<file path="config.mk">
export PLATFORM = sky130hd
export DESIGN_NAME = hpe_back
export DESIGN_NICKNAME = d
export VERILOG_FILES = /design/src/rtl/hpe_pkg.sv /design/src/rtl/hpe_back.sv
export SDC_FILE = /design/constraint.sdc
export NUM_CORES = 1
export LEC_CHECK = 0
export ABC_AREA = 0
export BUFFER_PORTS_ARGS = -buffer_cell sky130_fd_sc_hd__buf_2
export CAP_MARGIN = 20
export CORE_MARGIN = 2
export CORE_UTILIZATION = 55
export CTS_CLUSTER_SIZE = 20
export DETAILED_ROUTE_END_ITERATION = 16
export PLACE_DENSITY_LB_ADDON = 0.25
export SLEW_MARGIN = 10
export SYNTH_ARGS = -nofsm -noshare
export SYNTH_HDL_FRONTEND = slang
export SYNTH_SLANG_ARGS = --single-unit
</file>
<file path="constraint.sdc">
create_clock -name clk_i -period 14.6 [get_ports clk_i]
set_clock_uncertainty 0.2 [all_clocks]
set_input_delay 2.92 -clock clk_i [delete_from_list [all_inputs] [get_ports clk_i]]
set_output_delay 2.92 -clock clk_i [all_outputs]
set_load 0.1 [all_outputs]
</file>
<file path="src/rtl/hpe_pkg.sv">
// Shared types and constants of the histogram percentile unit.
package hpe_pkg;

  localparam int unsigned NumBinsDef    = 1000;
  localparam int unsigned QueueDepthDef = 2;

  localparam int unsigned SampleW  = 12;
  localparam int unsigned PctW     = 10;
  localparam int unsigned ResW     = 10;
  localparam int unsigned TotW     = 32;
  localparam int unsigned CntW     = 16;
  localparam int unsigned ProdW    = TotW + PctW;
  localparam int unsigned MaxBinW  = 12;
  localparam int unsigned PctScale = 1000;

  typedef enum logic [0:0] {
    OP_RECORD = 1'b0,
    OP_QUERY  = 1'b1
  } hpe_op_e;

  typedef struct packed {
    hpe_op_e              op;
    logic [MaxBinW-1:0]   bin;
    logic [TotW-1:0]      total;
    logic [ProdW-1:0]     prod;
  } hpe_entry_t;

endpackage

</file>
<file path="src/rtl/hpe_back.sv">
// Back end: bin clearing pass, record read-modify-write, percentile walk, result register.
module hpe_back import hpe_pkg::*; #(
  parameter int unsigned NumBins = NumBinsDef,
  localparam int unsigned AddrW = (NumBins > 1) ? $clog2(NumBins) : 1
) (
  input  logic             clk_i,
  input  logic             rst_ni,
  input  logic             valid_i,
  input  hpe_entry_t       entry_i,
  output logic             pop_o,
  output logic             clearing_o,
  output logic             ram_we_o,
  output logic [AddrW-1:0] ram_waddr_o,
  output logic [CntW-1:0]  ram_wdata_o,
  output logic [AddrW-1:0] ram_raddr_o,
  input  logic [CntW-1:0]  ram_rdata_i,
  output logic             out_valid_o,
  input  logic             out_ready_i,
  output logic [ResW-1:0]  result_o,
  output logic [TotW-1:0]  total_o,
  output logic             empty_o
);

  localparam int unsigned CumW  = AddrW + CntW;
  localparam int unsigned CumkW = CumW + PctW;
  localparam int unsigned CmpW  = (CumkW > ProdW) ? CumkW : ProdW;
  localparam int unsigned CtW   = (CumW > TotW) ? CumW : TotW;
  localparam int unsigned IncW  = (AddrW + 1 > ResW) ? AddrW + 1 : ResW;
  localparam int unsigned NoHit = NumBins % (2 ** ResW);
  localparam logic [AddrW-1:0] LastIdx = AddrW'(NumBins - 1);

  localparam logic [1:0] ST_CLEAR  = 2'd0;
  localparam logic [1:0] ST_IDLE   = 2'd1;
  localparam logic [1:0] ST_REC_WR = 2'd2;
  localparam logic [1:0] ST_WALK   = 2'd3;

  logic [1:0]       state_q, state_d;
  logic [AddrW-1:0] idx_q, idx_d;
  logic [AddrW-1:0] bin_q, bin_d;
  logic [CumW-1:0]  cum_q, cum_d;
  logic [CumkW-1:0] cumk_q, cumk_d;
  logic [ProdW-1:0] prod_q, prod_d;
  logic [TotW-1:0]  tot_q, tot_d;
  logic             emp_q, emp_d;
  logic [ResW-1:0]  res_q, res_d;
  logic             out_valid_q, out_valid_d;

  logic [CumW-1:0]  cum_next;
  logic [CumkW-1:0] cumk_next;
  logic [IncW-1:0]  idx_inc;
  logic             hit;
  logic             last;

  assign cum_next  = cum_q + CumW'(ram_rdata_i);
  assign cumk_next = cumk_q + CumkW'(ram_rdata_i) * CumkW'(PctScale);
  // cum > floor(total*p/1000) is the same as cum*1000 > total*p; the clamp
  // to total-1 turns into cum >= total.
  assign hit       = (CmpW'(cumk_next) > CmpW'(prod_q)) || (CtW'(cum_next) >= CtW'(tot_q));
  assign idx_inc   = IncW'(idx_q) + IncW'(1);
  assign last      = (idx_q == LastIdx);

  always_comb begin
    state_d     = state_q;
    idx_d       = idx_q;
    bin_d       = bin_q;
    cum_d       = cum_q;
    cumk_d      = cumk_q;
    prod_d      = prod_q;
    tot_d       = tot_q;
    emp_d       = emp_q;
    res_d       = res_q;
    out_valid_d = out_valid_q && !out_ready_i;
    pop_o       = 1'b0;
    ram_we_o    = 1'b0;
    ram_waddr_o = idx_q;
    ram_wdata_o = '0;
    ram_raddr_o = '0;

    unique case (state_q)
      ST_CLEAR: begin
        ram_we_o    = 1'b1;
        ram_waddr_o = idx_q;
        if (last) begin
          idx_d   = '0;
          state_d = ST_IDLE;
        end else begin
          idx_d = idx_q + AddrW'(1);
        end
      end
      ST_IDLE: begin
        if (valid_i) begin
          if (entry_i.op == OP_RECORD) begin
            pop_o       = 1'b1;
            ram_raddr_o = entry_i.bin[AddrW-1:0];
            bin_d       = entry_i.bin[AddrW-1:0];
            state_d     = ST_REC_WR;
          end else if (!out_valid_q) begin
            pop_o  = 1'b1;
            tot_d  = entry_i.total;
            prod_d = entry_i.prod;
            emp_d  = (entry_i.total == '0);
            if (entry_i.total == '0) begin
              res_d       = '0;
              out_valid_d = 1'b1;
            end else begin
              ram_raddr_o = '0;
              idx_d       = '0;
              cum_d       = '0;
              cumk_d      = '0;
              state_d     = ST_WALK;
            end
          end
        end
      end
      ST_REC_WR: begin
        ram_we_o    = 1'b1;
        ram_waddr_o = bin_q;
        ram_wdata_o = ram_rdata_i + CntW'(1);
        state_d     = ST_IDLE;
      end
      ST_WALK: begin
        cum_d       = cum_next;
        cumk_d      = cumk_next;
        ram_raddr_o = last ? '0 : idx_q + AddrW'(1);
        if (hit) begin
          res_d       = idx_inc[ResW-1:0];
          out_valid_d = 1'b1;
          state_d     = ST_IDLE;
        end else if (last) begin
          res_d       = ResW'(NoHit);
          out_valid_d = 1'b1;
          state_d     = ST_IDLE;
        end else begin
          idx_d = idx_q + AddrW'(1);
        end
      end
      default: begin
        state_d = ST_IDLE;
      end
    endcase
  end

  always_ff @(posedge clk_i or negedge rst_ni) begin
    if (!rst_ni) begin
      state_q     <= ST_CLEAR;
      idx_q       <= '0;
      out_valid_q <= 1'b0;
    end else begin
      state_q     <= state_d;
      idx_q       <= idx_d;
      out_valid_q <= out_valid_d;
    end
  end

  always_ff @(posedge clk_i) begin
    bin_q  <= bin_d;
    cum_q  <= cum_d;
    cumk_q <= cumk_d;
    prod_q <= prod_d;
    tot_q  <= tot_d;
    emp_q  <= emp_d;
    res_q  <= res_d;
  end

  assign clearing_o  = (state_q == ST_CLEAR);
  assign out_valid_o = out_valid_q;
  assign result_o    = res_q;
  assign total_o     = tot_q;
  assign empty_o     = emp_q;

`ifndef SYNTHESIS
  a_walk_out_free: assert property (@(posedge clk_i) disable iff (!rst_ni)
    (state_q == ST_WALK) |-> !out_valid_q)
    else $error("walk running while a result is still pending");

  a_write_states: assert property (@(posedge clk_i) disable iff (!rst_ni)
    ram_we_o |-> (state_q == ST_CLEAR || state_q == ST_REC_WR))
    else $error("bin write outside clear or record update");

  a_pop_idle: assert property (@(posedge clk_i) disable iff (!rst_ni)
    pop_o |-> (state_q == ST_IDLE && valid_i))
    else $error("queue popped outside idle");

  a_rec_done: assert property (@(posedge clk_i) disable iff (!rst_ni)
    (state_q == ST_REC_WR) |=> (state_q == ST_IDLE))
    else $error("record update took more than one write cycle");
`endif

endmodule

</file>
; Yosys cells after proc, flatten, opt, wreduce, memory -nomap -nowiden
; Index checks and enable logic that the tools add are counted.
[word_totals]
regBits = 170
in_bits = 107
out_inout_bits = 83
wordCells = 97
[classes]
n_addsub = 5
mul = 1
n_lt_le_gt_ge = 2
eq_ne = 14
muxes = 49
n_bitwise = 2
reduce_logical = 14
[op_table]
columns = op, n
row1 = $mux W10, 16
row2 = $mux W36, 4
row3 = $mux W26, 4
row4 = $pmux W36 S2, 1
row5 = $pmux W26 S2, 1
row6 = $gt A36 B42 Y1, 1
row7 = $pmux W10 S2, 2
row8 = $add A36 B26 Y36, 1
row9 = $ge A26 B32 Y1, 1
row10 = $logic_not A32 Y1, 1
row11 = $pmux W10 S3, 1
row12 = $add A26 B16 Y26, 1
row13 = $mul A16 B7 Y23 const B, 1
row14 = $add A10 B1 Y10 const B, 2
row15 = $add A16 B1 Y16 const B, 1
row16 = $mux W16, 1
row17 = $ne A2 B2 Y1 const B, 7
row18 = $mux W2, 6
row19 = $mux W1, 11
row20 = $eq A10 B10 Y1 const B, 1
row21 = $ne A3 B3 Y1 const B, 3
row22 = $pmux W2 S4, 1
row23 = $reduce_and A7 Y1, 1
row24 = $reduce_and A3 Y1, 2
row25 = other kinds (14), 16

; Logic depth before layout (Yosys ltp)
[depth]
word_depth = 7
depth_mapped = 34
ltp_nobuf = 33

; Worst setup path after synthesis
; OpenSTA, ideal clock, no wires.
[synth_path]
path_type = input-to-reg
start = input port ram_rdata_i[0]
end = register idx_q[0]
setup_ps = 125
arrival_ps = 10068
required_time_ps = 14275
slack_ps = 4207
cell_stages = 33
path_buffers = 1
cell_sequence = fa_1 > fa_1 > inv_1 > fa_1 > fa_1 > inv_1 > ha_1 > o21ai_0 > nor2_1 > o41a_1 > a21oi_1 > nor2b_1 > o21a_1 > o41ai_1 > xnor2_1 > ha_1 > nand3_1 > nor2_1 > nand3_1 > a211oi_1 > o2111ai_1 > a21oi_1 > xor2_1 > ha_1 > a21o_1 > a211o_1 > a211oi_1 > o32ai_1 > a21oi_1 > o22ai_2 > o22a_1 > buf_6 > mux2_4
[synth_between]
elab_chain_len = 6
[synth_rtl]
columns = item, line_no
row1 = from (decl), hpe_back.sv:16  ; input logic [CntW-1:0] ram_rdata_i,
row2 = $mul A16 B7 Y23, hpe_back.sv:55  ; assign cumk_next = cumk_q + CumkW'(ram_rdata_i) * CumkW'(PctScale);
row3 = $add A36 B26 Y36, hpe_back.sv:55
row4 = via cumk_next[33], hpe_back.sv:49  ; logic [CumkW-1:0] cumk_next;
row5 = $gt A36 B42 Y1, hpe_back.sv:58  ; assign hit = (CmpW'(cumk_next) > CmpW'(prod_q)) || (CtW'(cum_next) >= CtW'(tot_q));
row6 = $logic_or A1 B1 Y1, hpe_back.sv:58
row7 = $ne A2 B2 Y1 (no source line), n/a
row8 = $reduce_and A7 Y1 (no source line), n/a
row9 = to (signal assigned), hpe_back.sv:150  ; idx_q <= idx_d;
row10 = to (decl), hpe_back.sv:38  ; logic [AddrW-1:0] idx_q, idx_d;
; The timed path passes the listed nets, and every way through them passes these cells.
; A chain may end at the register's enable or synchronous reset.

; Final worst setup path
[layout_path]
start = input port ram_rdata_i[1]
end = register idx_q[1]
; The elaborated chain is that of the path after synthesis.

==> impl_metrics.toml <==
[outcome]
status = "completed"

[floorplan]
placementRows = 56
dieArea_sq_mm = 0.02471
die_y_um = 157.2
coreArea_sq_mm = 0.02326
io_pins = 190
die_x_um = 157.2
start_util_pct = 55.50

[clocking]
cts_tree = "built"
cts_resized = 0
post_cts_buffers = 0
clk_pin_slew_ns = 0.08
cts_num_sinks = 167
htree_levels = 4
cts_buffer_depth = 2
insertion_delay_ns = 0.44
cts_buffers = 17
ctsHoldBuffers = 0
cts_root_buffer = "clkbuf_16"

[sta]
setup-tns-final_ns = 0
fmax_mhz = 85.82
finalSetupViolCount = 0
hold_violations = 0
fin_crit_ns = 11.65
slew_violations = 0
fin_crit_sh_pct = 79.81
grt_setup_unrepaired = "no"
maxSlewHeadroom_pct = 33.89
finalWorstSetupSlack_ns = 2.948
tightest_slew_ns = 0.9850

[critical_path]
regToRegSetupSlack_ns = 8.83
crit_top_cell = "fa_1"
critPathKind = "in2reg"
r2r_cells = 17
slowest_stage = "o22a_1"
path_max_fanout = 13
crit_path_start_kind = "input port"
critPathCaptureType = "register"
r2r_end = "idx_q[1]"
r2r-start = "cumk_q[3]"
worstPathArrival_ns = 11.76
required_ns = 14.71
cpPeakStageDelay_ns = 0.63

[detailed_routing]
num_vias = 9542
drt_iter0_drc = 650
routedWlPerCell_um = 16.04
first_pass_iters = 5
via_per_inst = 5.440
ant_nets = 0
drcViolationCount = 0
postRouteWirelength_mm = 28.13

[finish]
layout_common_cells = "buf_2 (187), inv_1 (156), ha_1 (154), edfxtp_1 (154)"
final_common_cell = "buf_2"
diodes = 0
layout-drive-gt1-share_pct = 17.91
post-route-util_pct = 63.82
seqCellArea_sq_mm = 0.004950
final_area_sq_mm = 0.01485
multi_input_area_sq_mm = 0.007292
n_fill_cell = 1951
fin_nets = 1739
area_delta_synth_final_pct = 15.00

[synthesis]
seq_area_frac_synth_pct = 38.34
async_flop_share_pct = 7.784
ys_types = 63
synth_ff_type = "edfxtp_1"
synth_edf_count = 154
syn_area_sq_mm = 0.01291
ys_ff_latch = 167
ys_warn_count = 0
synth_fp_nets = 1549
syn_inst = 1232
avgSynthCellArea_sq_um = 10.48

[placed_design]
gp_congestion = 0.8976
dpl_worst_slack_ns = 2.511
port_buffers = 187
postPlaceCellArea_sq_mm = 0.01420
dp_hpwl_mm = 21.67

[worst_hold_path]
hold_depth = 1
hold_end = "idx_q[8]"
holdCritPathClass = "reg2reg"
min_from = "idx_q[8]"

[flow_run]
drv_cap = 0

[grt]
grt_overflow = 0
grt_antenna_before_repair = 1
grt_pass1_vias = 9325
grt_pass1_wl_mm = 45.81
grt_max_degree = 61
grtUsageTotal_pct = 23.40
how the worst max path moves through the flow:
stage / from / end / slack [ns] / cells past startpoint
6_report: ram_rdata_i[1] / idx_q[1] / 2.95 / 32
5_1_grt: ram_rdata_i[1] / idx_q[1] / 2.33 / 32
4_1_cts: ram_rdata_i[1] / idx_q[1] / 2.94 / 32
3_5_place_dp: ram_rdata_i[1] / idx_q[1] / 2.51 / 32
3_3_place_gp: ram_rdata_i[1] / idx_q[9] / 2.61 / 32
2_1_floorplan: ram_rdata_i[0] / idx_q[0] / 4.21 / 33
cell type report:
class | count | area share, %
multi-input combinational | 886 | 49.12
clock inverter | 11 | 0.8090
sequential | 167 | 33.34
inverter | 156 | 3.944
tap | 319 | 2.688
timing repair buffer | 194 | 6.708
clock buffer | 21 | 3.396
kinds of logic (layout without fill, tap and decap cells):
group           count (synthesis)  after routing  synth area share, %
compound gates                217            217                11.03
fa+ha+maj                     210            210                23.61
simple gates                  344            344                13.37
mux                            22             22                2.074
flops                         167            167                38.34
buf+inv                       179            382                5.272
xor+xnor                       93             93                6.309
sequential cells by signal (all words and copies together), names as in the netlist:
register	count
prod_q	42
cumk_q	33
total_o	32
cum_q	26
bin_q	10
idx_q	10
result_o	10
state_q	2
empty_o	1
out_valid_o	1
metrics by stage:
| stage | hold WS (ns) | cells |
|---|---|---|
| 2_1_floorplan | 0.3419 | 1232 |
| 3_3_place_gp | 0.3719 | 1720 |
| 3_5_place_dp | 0.3866 | 1720 |
| 4_1_cts | 0.4063 | 1752 |
| 5_1_grt | 0.4257 | 1754 |
| 6_report | 0.4110 | 1754 |
critical path, delay by kind of cell:
| kind | cells | cell delay [ns] |
|---|---|---|
| AOI/OAI and AO/OA | 11 | 3.18 |
| xor gates and xnor gates | 2 | 0.33 |
| adders and majority gates | 7 | 3.06 |
| buffers and inverters | 3 | 0.33 |
| muxes | 1 | 0.36 |
| and+or+nand+nor | 8 | 1.55 |
metal layers:
metal	vias up	routed length [um]	GRT usage, %
met5	-	13	0
met4	2	437	6.320
met3	29	1596	5.094
met2	242	12760	36.29
met1	4554	13320	33.41
li1	4715	-	-
synth_stat cells (7+ instances only):
| library cell | instances | area share, % |
|---|---|---|
| o21ai_0 | 48 | 1.9 |
| a211oi_1 | 12 | 0.70 |
| nand4_1 | 11 | 0.53 |
| nor4_1 | 13 | 0.63 |
| fa_1 | 56 | 8.7 |
| and2_1 | 57 | 2.8 |
| and3_1 | 18 | 0.87 |
| a21oi_1 | 71 | 2.8 |
| inv_1 | 156 | 4.5 |
| nand2b_1 | 13 | 0.63 |
| ha_1 | 154 | 15 |
| edfxtp_1 | 154 | 36 |
| o211ai_1 | 10 | 0.58 |
| clkbuf_1 | 19 | 0.55 |
| nand2_1 | 77 | 2.2 |
| nor2_1 | 78 | 2.3 |
| nor2b_1 | 9 | 0.44 |
| xor2_1 | 33 | 2.2 |
| nand3_1 | 33 | 1.3 |
| o21a_1 | 8 | 0.47 |
| nor3_1 | 18 | 0.70 |
| mux2_4 | 7 | 0.81 |
| xnor2_1 | 60 | 4.1 |
| mux2_2 | 10 | 0.87 |
| a21o_1 | 19 | 1.1 |
| dfrtp_1 | 13 | 2.5 |
Power is left out: the tool's default activity adds up to more than one toggle a clock period on the data nets, which glitch-free logic cannot reach.
