--- config.mk ---
export PLATFORM = sky130hd
export DESIGN_NAME = hpe_queue
export DESIGN_NICKNAME = d
export VERILOG_FILES = /design/src/rtl/hpe_pkg.sv /design/src/rtl/hpe_queue.sv
export SDC_FILE = /design/constraint.sdc
export NUM_CORES = 1
export LEC_CHECK = 0
export ABC_AREA = 1
export CORE_UTILIZATION = 67
export DETAILED_ROUTE_END_ITERATION = 8
export DONT_BUFFER_PORTS = 1
export GPL_TIMING_DRIVEN = 0
export PLACE_DENSITY_LB_ADDON = 0.1
export SLEW_MARGIN = 20
export SYNTH_ARGS = -nofsm -noshare
export SYNTH_HDL_FRONTEND = slang
export SYNTH_SLANG_ARGS = --single-unit
--- constraint.sdc ---
create_clock -name clk_i -period 15 [get_ports clk_i]
set_input_delay 3 -clock clk_i [delete_from_list [all_inputs] [get_ports clk_i]]
set_output_delay 3 -clock clk_i [all_outputs]
set_load 0.005 [all_outputs]
--- src/rtl/hpe_pkg.sv ---
// Shared types and constants of the histogram percentile unit.
package hpe_pkg;

  localparam int unsigned NumBinsDef    = 1000;
  localparam int unsigned QueueDepthDef = 2;

  localparam int unsigned SampleW  = 12;
  localparam int unsigned PctW     = 10;
  localparam int unsigned ResW     = 10;
  localparam int unsigned TotW     = 32;
  localparam int unsigned CntW     = 16;
  localparam int unsigned ProdW    = TotW + PctW;
  localparam int unsigned MaxBinW  = 12;
  localparam int unsigned PctScale = 1000;

  typedef enum logic [0:0] {
    OP_RECORD = 1'b0,
    OP_QUERY  = 1'b1
  } hpe_op_e;

  typedef struct packed {
    hpe_op_e              op;
    logic [MaxBinW-1:0]   bin;
    logic [TotW-1:0]      total;
    logic [ProdW-1:0]     prod;
  } hpe_entry_t;

endpackage

--- src/rtl/hpe_queue.sv ---
// Small FIFO of classified work between front and back end.
module hpe_queue import hpe_pkg::*; #(
  parameter int unsigned Depth = QueueDepthDef,
  localparam int unsigned PtrW = (Depth > 1) ? $clog2(Depth) : 1,
  localparam int unsigned CntW2 = $clog2(Depth + 1)
) (
  input  logic       clk_i,
  input  logic       rst_ni,
  input  logic       push_i,
  input  hpe_entry_t entry_i,
  output logic       full_o,
  output logic       valid_o,
  output hpe_entry_t entry_o,
  input  logic       pop_i
);

  localparam logic [PtrW-1:0] LastPtr = PtrW'(Depth - 1);

  hpe_entry_t       mem_q [Depth];
  logic [PtrW-1:0]  wr_ptr_q, wr_ptr_d;
  logic [PtrW-1:0]  rd_ptr_q, rd_ptr_d;
  logic [CntW2-1:0] count_q, count_d;
  logic             do_push, do_pop;

  assign full_o  = (count_q == CntW2'(Depth));
  assign valid_o = (count_q != '0);
  assign entry_o = mem_q[rd_ptr_q];
  assign do_push = push_i && !full_o;
  assign do_pop  = pop_i && valid_o;

  always_comb begin
    wr_ptr_d = wr_ptr_q;
    rd_ptr_d = rd_ptr_q;
    count_d  = count_q;
    if (do_push) begin
      wr_ptr_d = (wr_ptr_q == LastPtr) ? '0 : wr_ptr_q + PtrW'(1);
    end
    if (do_pop) begin
      rd_ptr_d = (rd_ptr_q == LastPtr) ? '0 : rd_ptr_q + PtrW'(1);
    end
    if (do_push && !do_pop) begin
      count_d = count_q + CntW2'(1);
    end else if (do_pop && !do_push) begin
      count_d = count_q - CntW2'(1);
    end
  end

  always_ff @(posedge clk_i) begin
    if (do_push) begin
      mem_q[wr_ptr_q] <= entry_i;
    end
  end

  always_ff @(posedge clk_i or negedge rst_ni) begin
    if (!rst_ni) begin
      wr_ptr_q <= '0;
      rd_ptr_q <= '0;
      count_q  <= '0;
    end else begin
      wr_ptr_q <= wr_ptr_d;
      rd_ptr_q <= rd_ptr_d;
      count_q  <= count_d;
    end
  end

endmodule

# [After elaboration in Yosys (flattened, before gate mapping)]
# Memory sizes are Yosys's and may differ from the RTL's.
# Cells that the tools add are included.
[word_totals] register_bits=4 inputBits=91 wordCells=24 mem_count=1 ram_bits=174
[mem_list] name="mem_q" words=2 word_bits=87 rd=1 rd_clocked_by_memory_dff=0 wr=1 line_no="hpe_queue.sv:19" text="hpe_entry_t mem_q [Depth];"
[classes] eq_ne=1 reduce_logical=9 n_addsub=4 muxes=6
[op_table] operator="$logic_and 1x1->1" n=4
[op_table] operator="$mux 1" n=4
[op_table] operator="$mux 2" n=2
[op_table] operator="$reduce_bool 2->1" n=2
[op_table] operator="$logic_not 1->1" n=3
[op_table] operator="$add 1x1->1 const B" n=2
[op_table] operator="$add 2x1->2 const B" n=1
[op_table] operator="$eq 2x2->1 const B" n=1
[op_table] operator="$sub 2x1->2 const B" n=1

# [Depth between registers and ports, before layout]
# Gate-level depths: netlist of the first run.
[logic_depth] word_depth=7 mapped_depth=9 mapped_depth_nobuf=9

# [Worst setup path before layout of the first run]
# OpenSTA, ideal clock, no wires.
[synth_timing] kind="input-to-reg" startpoint="input push_i" endpoint="memory mem_q[1][0] in the netlist's numbering, enable pin" slack_ps=7737 setup_ps=533 n_path_buf=0 path_stages=2 arrival_ps=6730 cell_sequence="o21ai_0 -> nor2_1"
[synth_between] elab_chain_cells=3
[synth_lines] item="start, declared" line_no="hpe_queue.sv:9" text="input logic push_i,"
[synth_lines] item="$logic_and 1x1->1" line_no="hpe_queue.sv:28" text="assign do_push = push_i && !full_o;"
[synth_lines] item="$mux 1" line_no="hpe_queue.sv:49" text="if (do_push) begin"
[synth_lines] item="$mux 1 (implied by the code)" line_no="hpe_queue.sv:50" text="mem_q[wr_ptr_q] <= entry_i;"
[synth_lines] item="end, declared" line_no="hpe_queue.sv:19"
# Every way passes these cells.

==> results of run 1 <==
[state kept, by name, summed over array words and instances, names as in the netlist]
register and flops:
rd_ptr_q 1, count_q 2, mem_q 174, wr_ptr_q 1
[cell usage after synthesis, drive strengths merged]
| library cell | number |
|---|---|
| buf | 19 |
| dfrtp | 4 |
| edfxtp | 174 |
| ha | 1 |
| inv | 8 |
| nand2 | 272 |
| nand3 | 2 |
| nand4 | 1 |
| nor2 | 3 |
| o21ai | 1 |
| xnor2 | 1 |
[layout by cell type (no fill, tap or decap), drive strengths merged, types with 2 or more instances in the layout]
cell,instances
inv,14
buf,24
nand2,272
clkbuf,18
edfxtp,174
clkinv,2
dfrtp,4
nor2,3
bufinv,4
nand3,2
[per-stage QoR]
stage | worst slack [ns] | instances | total power, uW | instance area [sq um]
final | 10.41 | 651 | 1530 | 7470
after CTS | 10.38 | 651 | 1550 | 7470
after global routing | 10.30 | 651 | 1620 | 7470
after global placement | 5.98 | 615 | 1080 | 6720
after detailed placement | 10.42 | 620 | 1100 | 6860
after floorplan | 7.74 | 486 | 984 | 6560
[area by class of cell]
class,count,area [sq um]
sequential,178,5330
inverter,8,35.0
multi-input combinational,281,1080
buffer,19,124
clock buffer,18,418
timing repair buffer,5,130
fill,534,1900
tap,129,161
clock inverter,13,198
[cells by family after synthesis]
logic type,share of synthesized area (%)
simple gates,16.0
flops,81.2
buf+inv,2.39
compound gates,0.0763
xor+xnor,0.134
fa+ha+maj,0.191
[worst max-delay path: cells and delay by family, from the launching register on]
kind	cells	cell delay, ns
DFF	1	0.36
and+or+nand+nor	2	0.17
buffers and inverters	4	0.57
[power groups by stage]
stage	clock, uW	sequential (uW)	combinational (uW)
floorplan	0	719	264
global placement	0	729	348
detailed placement	0	713	385
CTS	456	703	387
global route	475	711	431
finish	450	702	380
[worst paths after layout]
path                                          end  slack [ns]  depth (start not counted)
setup / recovery                      entry_o[47]       10.41                          6
hold / removal             count_q[1]$_DFFE_PN0P_        0.48                          2
setup reg to reg           mem_q[1][76]$_DFFE_PP_       12.94                          6
hold reg to reg            count_q[1]$_DFFE_PN0P_        0.48                          2
max in group asynchronous  count_q[1]$_DFFE_PN0P_       12.74                          0
min in group asynchronous    wr_ptr_q$_DFFE_PN0N_        2.18                          0
[per-layer routing]
metal | routed length, um | track usage, % | vias up
li1 | - | - | 1683
met1 | 3910 | 22.8 | 1599
met2 | 5620 | 36.5 | 153
met3 | 1200 | 11.8 | 16
met4 | 234 | 11.0 | 0
met5 | 0 | 0 | -
==> out/summary.md, run 1 <==
Across the routed clock network, the largest skew measured is 0.0113 ns. The number of distinct standard cells referenced by the synthesized netlist was 14. The count of pins on the block boundary was 180. For the final routed database, the setup TNS stands at 0 ns.

After clock tree synthesis, the clock-pin slew on the worst setup and hold paths is 0.06 ns. The net switching power of the design is 472 uW, and the fmax is 218 MHz. The number of synthesized register bits came out at 178. For the count of standard-cell rows, the log shows 35. For this configuration, the core starts out at a cell density of 70.0%. In this run the static leakage power is 0.00296 uW.

Internal power: 1060 uW. Sorting the synthesized cells by area gives the leading types as edfxtp_1 (80%), nand2_1 (16%), dfrtp_1 (1.5%). The die is 101 um tall. TritonCTS built the clock tree. The final setup violation count was 0; the final core utilization was 79.7%. The critical path starts at rd_ptr_q$_DFFE_PN0P_. Dividing total power by cell area gives a power density of 205 nW/um^2. The maximum number of pins on one net before global-route repair was 55.

Gates resized during post-CTS repair numbered 0. The proportion of layout cells with a drive suffix above 1 was 10.7%. Number of global-route vias before repair: 3277. Global routing used 22.0% of the available tracks across all layers. Counting along the longest clock path gives a buffer depth of 2. The largest individual stage delay along the critical path comes from the cell dfrtp_1. The highest fanout seen on the critical path was 10; the number of port buffers was 0. For this run the aggregate overflow at the end of global routing stands at 0.

The combined area of all synthesized cells is 6560 sq um, and the detailed-router iteration count before antenna repair is 5. Across all hold checks on the routed design, the worst slack comes to 0.483 ns. The final critical-path required period is 4.59 ns, and the yosys synthesis warning count is 0. The post-CTS setup buffer count came out at 0. The clock network accounts for 29.4% of the total power. Setup repair after global routing left no endpoint under its margin. The total inserted antenna cells was 0. The worst register-to-register path begins at count_q[1]$_DFFE_PN0P_. Detailed placement finished with a half-perimeter wire length of 7450 um.

The tool flagged a number of max-cap violations equal to 0. The global-route wire length before repair was 15900 um. The endpoint class of the critical path is an output pin.

CTS built an H-tree with a depth of 4. The logs give 0 for the number of antenna violations at the first check in global routing and 0 for the max-slew violation total from the final report. From synthesis to final layout, the design area changed by 14.0%.

Across the VDD grid, the largest voltage drop is 0.000143 V. After synthesis, the mean cell area works out to 13.5 sq um. The tools report the final hold violation count as 0. The worst pin sits at a relative slew slack of 53.7%. Measured slew at the worst slew-check pin: 0.694 ns. The number of clock sinks came out at 178. The via count is 3451, and the DRC violations left is 0. The congestion estimate from routability-driven global placement came to 0.734. Clock tree synthesis selected as its root buffer the cell clkbuf_8. The wire length per cell after detailed routing is 16.8 um, and the layout net count is 602. The signal on the critical path passes through buf_4 > inv_4 > buf_6 > buf_6 > nand2_1 > nand2_1. The run gives 17 as the number of clock buffers inserted by TritonCTS. Dividing the final minimum period by the clock period gives 30.6%. In this run the horizontal extent of the chip is 101 um. In this run, the number of DRC markers left after iteration 0 of detailed routing was 106. After technology mapping, the gate count stands at 486. For the worst setup path, the data arrival time is 1.59 ns. The path category of the worst min-delay check is flip-flop to flip-flop.

Fraction of power spent switching nets: 30.8%. The startpoint-to-endpoint class of the critical path is flip-flop to output pin. Registers are responsible for 45.8% of the overall power. The run finished with clean final reports. Per report_power, the combinational group accounts for 24.8% of the total. Once detail routing completed, the nets flagged for antenna violations numbered 0.

The number of vias per cell after detailed routing was 5.30; the area share of the largest cell type after synthesis was 79.7%. In this run the most critical hold path is launched from count_q[1]$_DFFE_PN0P_. The cell taking the most area after synthesis is edfxtp_1.

The floorplan step defined a core boundary enclosing 9370 sq um. In this run, post-CTS hold repair placed 0 buffers. The clock latency at the later pin of the worst-skew pair was 0.51 ns.

For the worst setup path, the data required time is 12.00 ns. On the worst path, the slowest cell contributes a delay of 0.36 ns. Wire length after detailed routing: 11000 um. The logs give 578 for the total nets after synthesis and 10200 sq um for the area enclosed by the die boundary. The tools report the share of the yosys chip area belonging to registers as 81.2%.

The critical path launch point type is a flip-flop.
(Power assumes the default switching activity.)
==> run 2: changes to the inputs <==
ABC_AREA = 0   (was 1)
CORE_UTILIZATION = 62   (was 67)
clock period = 4.3 ns   (was 15 ns; I/O delays follow)
==> out/summary.md, run 2 <==
The logs give 407 for the layout net count and 393 MHz for the fmax. Setup repair after global routing left no endpoint under its margin. The dominant synthesized flop cell was edfxtp_1. The die is 105 um tall.

The cell taking the most area after synthesis was edfxtp_1. In the final layout, the registers with the most flip-flops are mem_q: 174 flops, count_q: 2 flops. In this design, the stage delay of the slowest critical-path cell is 0.34 ns.

Of all flip-flops after synthesis, the portion carrying an async set or reset was 2.25%. In this run the worst setup path terminates at entry_o[54]. The average instance area after synthesis works out to 22.6 sq um. Ranked by total cell area, the synthesized netlist is headed by edfxtp_1 (80%), mux2_2 (12%), mux2_4 (4.6%).

For the data arrival time at the worst-slack endpoint, the log shows 1.68 ns. TritonCTS built the clock tree. The area enclosed by the die boundary is 11000 sq um. Reg2reg setup slack: 2.33 ns.

The slowest stage of the critical path belongs to the cell dfrtp_1. The tools report the root cell of the clock tree as clkbuf_8. The total nets after synthesis was 382; the number of vias per cell after detailed routing was 5.71. The total overflow left after global routing is 0. The clock reaches the later pin of the worst-skew pair after 0.52 ns.

Detailed placement ended at an HPWL of 6620 um. STA puts the critical path data required time at 3.44 ns. The number of global-route vias before repair was 2823. The number of antenna violations at the first check in global routing was 0. The maximum buffer depth of the clock tree was 2; the die width was 105 um. Number of distinct standard cells referenced by the synthesized netlist: 15. The area growth from synthesis to final layout is 12.8%. In the final routed layout, each cell accounts on average for 21.6 um. The min-delay analysis places its worst path in the category input port to flip-flop.

After technology mapping, the gate count stands at 290. The detailed-router iteration count before antenna repair came out at 4. The most common cell in the synthesized netlist is edfxtp_1. The tools report the hold-fix buffer count after cts as 1. The number of antenna-violating nets in the routed design came out at 0. For the pin with the worst max-slew slack, the measured transition is 0.613 ns. The static leakage is 0.00251 uW, and the max-cap check violation count is 0. The tools report the relative max-transition margin as 59.0%. Ranked by flip-flop count, first place goes to mem_q. The final clock skew is 0.00385 ns.

The detailed router placed 2634 vias in this run. In this run the post-CTS setup repair buffer count came out at 0. Summed over all layers, the routed wires come to 9950 um. The signal on the critical path passes through buf_6 > buf_6 > buf_6 > mux2_4. In this run, post-CTS repair resized a total of 0 instances. The tools report the critical path launch point type as a flip-flop.

In this run the critical register-to-register path is launched from count_q[0]$_DFFE_PN0P_. The DRC violations left was 0. During placement, the flow inserted port buffers numbering 0. The startpoint-to-endpoint class of the critical path was flip-flop to output pin. The H-tree generated during clock tree synthesis spans 4 levels. The total inserted antenna cells was 0.

Summing all flip-flop and latch instances after layout gives 5330 sq um. Fill cell total of the finished layout: 624. The endpoint identified for the worst register-to-register timing path is mem_q[0][53]$_DFFE_PP_. The buffers plus inverters on the worst setup path works out to 3.

The worst path needs 2.54 ns of the cycle, external delays included. The final worst-path cycle share is 59.2%. STA classifies the critical path endpoint as an output pin. The cell type with the highest occurrence count on the critical path was buf_6. The first routing iteration left 137 violations. The tools report the final estimated routing congestion in global placement as 0.693. The proportion of layout cells with a drive suffix above 1 works out to 39.1%. Grouping stages by cell kind, the critical path spends the most delay in buffers and inverters. The number of cells on the worst reg-to-reg path is 5. Counting flops with a built-in enable in the synthesized netlist gives 174. The first global-routing pass estimated 14900 um of wire. The synthesized design contains 178 register bits. The path length in cells of the critical path is 4. The area share of the largest cell type after synthesis was 79.7%; the final hold violation count was 0.

Once the floorplan was initialized, standard cells occupied 63.8% of the core. The floorplan step defined a core boundary enclosing 10300 sq um. On the final layout, the worst hold slack is 0.431 ns.

The number of clock buffers inserted by TritonCTS was 17; the combined area of all synthesized cells was 6550 sq um. Entering global routing, the biggest net connects 47 pins. Summing the sequential cell areas from Yosys gives 81.3% of the chip area.

After clock tree synthesis, the clock-pin slew on the worst setup and hold paths is 0.06 ns. Summing all multi-input logic gate instances after layout gives 1160 sq um. The most critical setup path has its startpoint at rd_ptr_q$_DFFE_PN0P_. The yosys synthesis warning count was 0. Leaving out fill and tap cells, the most frequent cells in the layout are edfxtp_1 (174), mux2_2 (67), mux2_4 (20). The initialized floorplan defines 37 standard-cell rows.

Global routing used 19.5% of the available tracks across all layers. The maximum vdd drop came out at 0.000445 V. The completed layout was analyzed and its total power is 5140 uW. The max-slew violation total from the final report is 0. The clock drives 178 sinks. In this run the worst path has a maximum fanout of 10. The library cell used most frequently in the layout, excluding fill and tap cells, is edfxtp_1. The final setup violation count came out at 0. The tools report the count of pins on the block boundary as 180. The register with the most flip-flops in the layout has 174 of them.

The power density over the cells works out to 695 nW/um^2. The commonest cells after synthesis are edfxtp_1 (174), mux2_2 (67), mux2_4 (20). The flow ran to the end, and the final reports show no timing, DRC or antenna violations.
[run 2: cell types whose count changed after synthesis, sizes merged, moves of 2 or more]
cell   delta
xor2      +2
xnor2     +2
buf       -9
inv       -6
mux2     +87
nand3     -2
nand2   -270
[run 2: area by class of cell]
class,instances,share of cell area [%]
inverters,2,0.102
clock buffers,20,5.75
flip-flops and latches,178,72.0
plain buffers,10,1.02
clock inverters,9,1.57
multi-input cells,100,15.7
well taps,136,2.30
repair buffers,6,1.56
[run 2: stage by stage]
stage / setup slack [ns] / setup TNS [ns] / cell area (sq um) / utilization (%) / std cells
global route: 1.67 / 0 / 7390 / 71.9 / 461
global placement: -0.478 / -49.12 / 6730 / 65.4 / 426
CTS: 1.71 / 0 / 7380 / 71.8 / 460
detailed placement: 2.02 / 0 / 6830 / 66.5 / 430
finish: 1.76 / 0 / 7390 / 71.9 / 461
floorplan: 0.654 / 0 / 6560 / - / 290
[run 2: routing by layer]
layer  GRT usage, %  part of all wire, %
met1           20.1                   34
met2           30.2                   51
met3           11.2                   12
met5              0                    0
met4           12.8                  3.6
[run 2: how the worst min path moves through the flow]
stage | start | endpoint | slack [ns] | depth (start not counted)
2_1_floorplan | count_q[1]$_DFFE_PN0P_ | count_q[1]$_DFFE_PN0P_ | 0.46 | 1
3_3_place_gp | count_q[1]$_DFFE_PN0P_ | count_q[1]$_DFFE_PN0P_ | 0.48 | 1
3_5_place_dp | count_q[1]$_DFFE_PN0P_ | count_q[1]$_DFFE_PN0P_ | 0.48 | 1
4_1_cts | rst_ni | wr_ptr_q$_DFFE_PN0N_ | 0.0006 | 0
5_1_grt | entry_i[64] | mem_q[0][64]$_DFFE_PP_ | 0.39 | 0
6_report | entry_i[7] | mem_q[0][7]$_DFFE_PP_ | 0.43 | 0
[run 2: where the power goes]
| group | internal, uW | switching [uW] |
|---|---|---|
| registers | 2370 | 93.6 |
| clock network | 865 | 546 |
| logic | 598 | 662 |
[run 2: cells by family (layout without fill, tap and decap cells)]
kind of cell	after synthesis	after routing	share of synthesized area (%)
muxes	87	87	16.1
DFF	178	178	81.3
adders and majority gates	1	1	0.191
xor gates and xnor gates	5	5	0.668
and+or+nand+nor	7	7	0.516
buffers and inverters	12	47	1.26
==> run 3: changes to the inputs <==
ABC_AREA = 1   (was 0)
clock period = 2.4 ns   (was 4.3 ns; I/O delays follow)
==> out/summary.md, run 3 (synthesized netlist as in run 1, its figures left out) <==
TritonCTS created 17 clock buffers. Row generation in the floorplan step produced 37 rows. In the final layout, the registers with the most flip-flops are mem_q: 174 flops, count_q: 2 flops. The die is 105 um wide. Global routing consumed, over all layers together, 21.6% of the routing resources. For this design the static power due to leakage is 0.00298 uW. The largest individual stage delay along the critical path comes from the cell dfrtp_1. After global routing the overflow that remains totals 0. The analysis attributes to net switching a power of 2970 uW. Area growth from synthesis to final layout: 14.7%.

The wire length after detailed routing is 11000 um, and the power density over the cells is 1280 nW/um^2. TritonCTS built the clock tree. The total inserted antenna cells is 0. The max-slew violation total from the final report was 0. Clock-pin slew was measured on the worst setup and hold paths at 0.06 ns. Data on the critical path is required at its endpoint by 1.92 ns.

Root cell of the clock tree: clkbuf_8. Setup repair after global routing left no endpoint under its margin. Of the available clock period, the critical path in the final layout requires 86.6%. The fmax is 481 MHz. After the first detailed-routing iteration, the DRC count stood at 201. Detailed placement ended at an HPWL of 7420 um.

The count of buffers added on input and output ports is 0. Setup violations remaining at the end of the flow were counted as 0. In this run the remaining antenna-violating nets after routing total 0. Hold timing on the final database bottoms out at a slack of 0.0378 ns. The maximum number of pins on one net before global-route repair came out at 34. The clock reaches the later pin of the worst-skew pair after 0.53 ns. The setup TNS after final layout is 0 ns, and the count of pins on the block boundary is 180. The internal power came out at 6640 uW. After layout, the minimum clock period comes to 2.08 ns.

The tools report the endpoint class of the critical path as an output pin. The worst pin sits at a relative slew slack of 54.6%. In this run the worst path has a maximum fanout of 10. The maximum buffer depth of the clock tree was 2. On the critical path the largest part of the delay comes from buffers and inverters. The post-CTS setup buffer count was 0; the detailed-router iteration count before antenna repair was 4. The initial core utilization is 63.8%, and the buffers plus inverters on the worst setup path is 4. The measured slew at the worst slew-check pin was 0.679 ns.

The wire length per cell after detailed routing works out to 16.6 um. The run gives 73.1% as the final core utilization. Leaving out fill and tap cells, the most frequent cell in the layout is nand2_1. The critical path goes through buf_4 > inv_4 > buf_6 > buf_6 > nand2_1 > nand2_1. mem_q holds more flip-flops than any other register. The fraction of power spent switching nets works out to 30.9%. The critical path is of the flip-flop to output pin type. The proportion of layout cells with a drive suffix above 1 works out to 11.2%.

The tools report the number of levels the H-tree was split into as 4. For the data arrival time at the worst-slack endpoint, the log shows 1.60 ns. The sequential share of power was 45.7%; the combinational group share of total power was 25.0%. Path category of the worst min-delay check: input port to flip-flop.

Number of clock sinks: 178. Of the total power, the clock network draws 29.3%. The DRC violations left was 0; the worst stage delay on the critical path was 0.36 ns.

The max-cap check violation count was 0; the number of antenna violations at the first check in global routing was 0. The final clock skew is 0.00751 ns. The flow ran to the end, and the final reports show no timing, DRC or antenna violations.

The core region area was 10300 sq um. The worst-case IR drop observed on VDD is 0.000641 V. The floorplan step defined a die boundary enclosing 11000 sq um. At the end of the flow, the number of nets in the layout was 604. The first global-routing pass estimated 17200 um of wire. The final hold violation count was 0. In the layout the commonest cells are nand2_1 (272), edfxtp_1 (174), clkbuf_16 (16). Dividing the detail-routed via count by the number of cells gives 5.27. The via count was 3484; the final estimated routing congestion in global placement was 0.765.

Summing internal, switching and leakage power gives 9610 uW. The tools report the critical path launch point type as a flip-flop. The flip-flop count of the largest register, all copies and words added was 174; the y dimension of the die was 105 um.

The number of global-route vias before repair is 3544.
## run 3: cell count changes in the layout (fill, tap and decap cells not counted), sizes merged, moves of 2 or more
cell,change
buf,+11
nand2,+270
xnor2,-2
clkbuf,-3
nand3,+2
xor2,-2
mux2,-87
inv,+10
## run 3: final cells by class
cell class	count	area, sq um
Sequential cell	178	5330
Inverter	8	36.3
Timing Repair Buffer	7	160
Clock inverter	15	203
Tap cell	136	170
Clock buffer	17	414
Multi-Input combinational cell	281	1080
Buffer	19	124
Fill cell	657	2760
## run 3: stage by stage
stage          instance area (sq um)  setup slack [ns]  std cells
3_3_place_gp                    6740            -0.724        622
2_1_floorplan                   6570            0.0157        486
3_5_place_dp                    6890             0.416        628
6_report                        7520             0.322        661
5_1_grt                         7520             0.208        661
4_1_cts                         7520             0.272        661
## run 3: power by group through the flow
stage | clock (uW) | sequential, uW | combinational (uW)
global placement | 0 | 4490 | 2200
finish | 2820 | 4390 | 2400
detailed placement | 0 | 4450 | 2430
floorplan | 0 | 4450 | 1670
CTS | 2870 | 4390 | 2450
global route | 2980 | 4450 | 2710
## run 3: worst paths after layout
kind	start	slack (ns)	depth (start not counted)	end
max	rd_ptr_q$_DFFE_PN0P_	0.32	6	entry_o[58]
min	entry_i[0]	0.04	0	mem_q[1][0]$_DFFE_PP_
max reg2reg	count_q[0]$_DFFE_PN0P_	0.41	5	mem_q[0][28]$_DFFE_PP_
min reg2reg	count_q[1]$_DFFE_PN0P_	0.49	2	count_q[1]$_DFFE_PN0P_
max in group asynchronous	rst_ni	2.00	1	count_q[1]$_DFFE_PN0P_
min in group asynchronous	rst_ni	0.22	1	rd_ptr_q$_DFFE_PN0P_
## run 3: repair_timing
item / in CTS / in global routing
hold buffers: 1 / 0
resized for setup: 0 / 0
hold endpoints to repair: 4 / 0
## run 3: routing by layer
layer	vias up	share of wire (%)	global-route usage, %
met5	-	0	0
met4	0	3.0	11.1
met3	27	11	10.6
met2	134	50	34.8
met1	1630	36	23.8
li1	1693	-	-
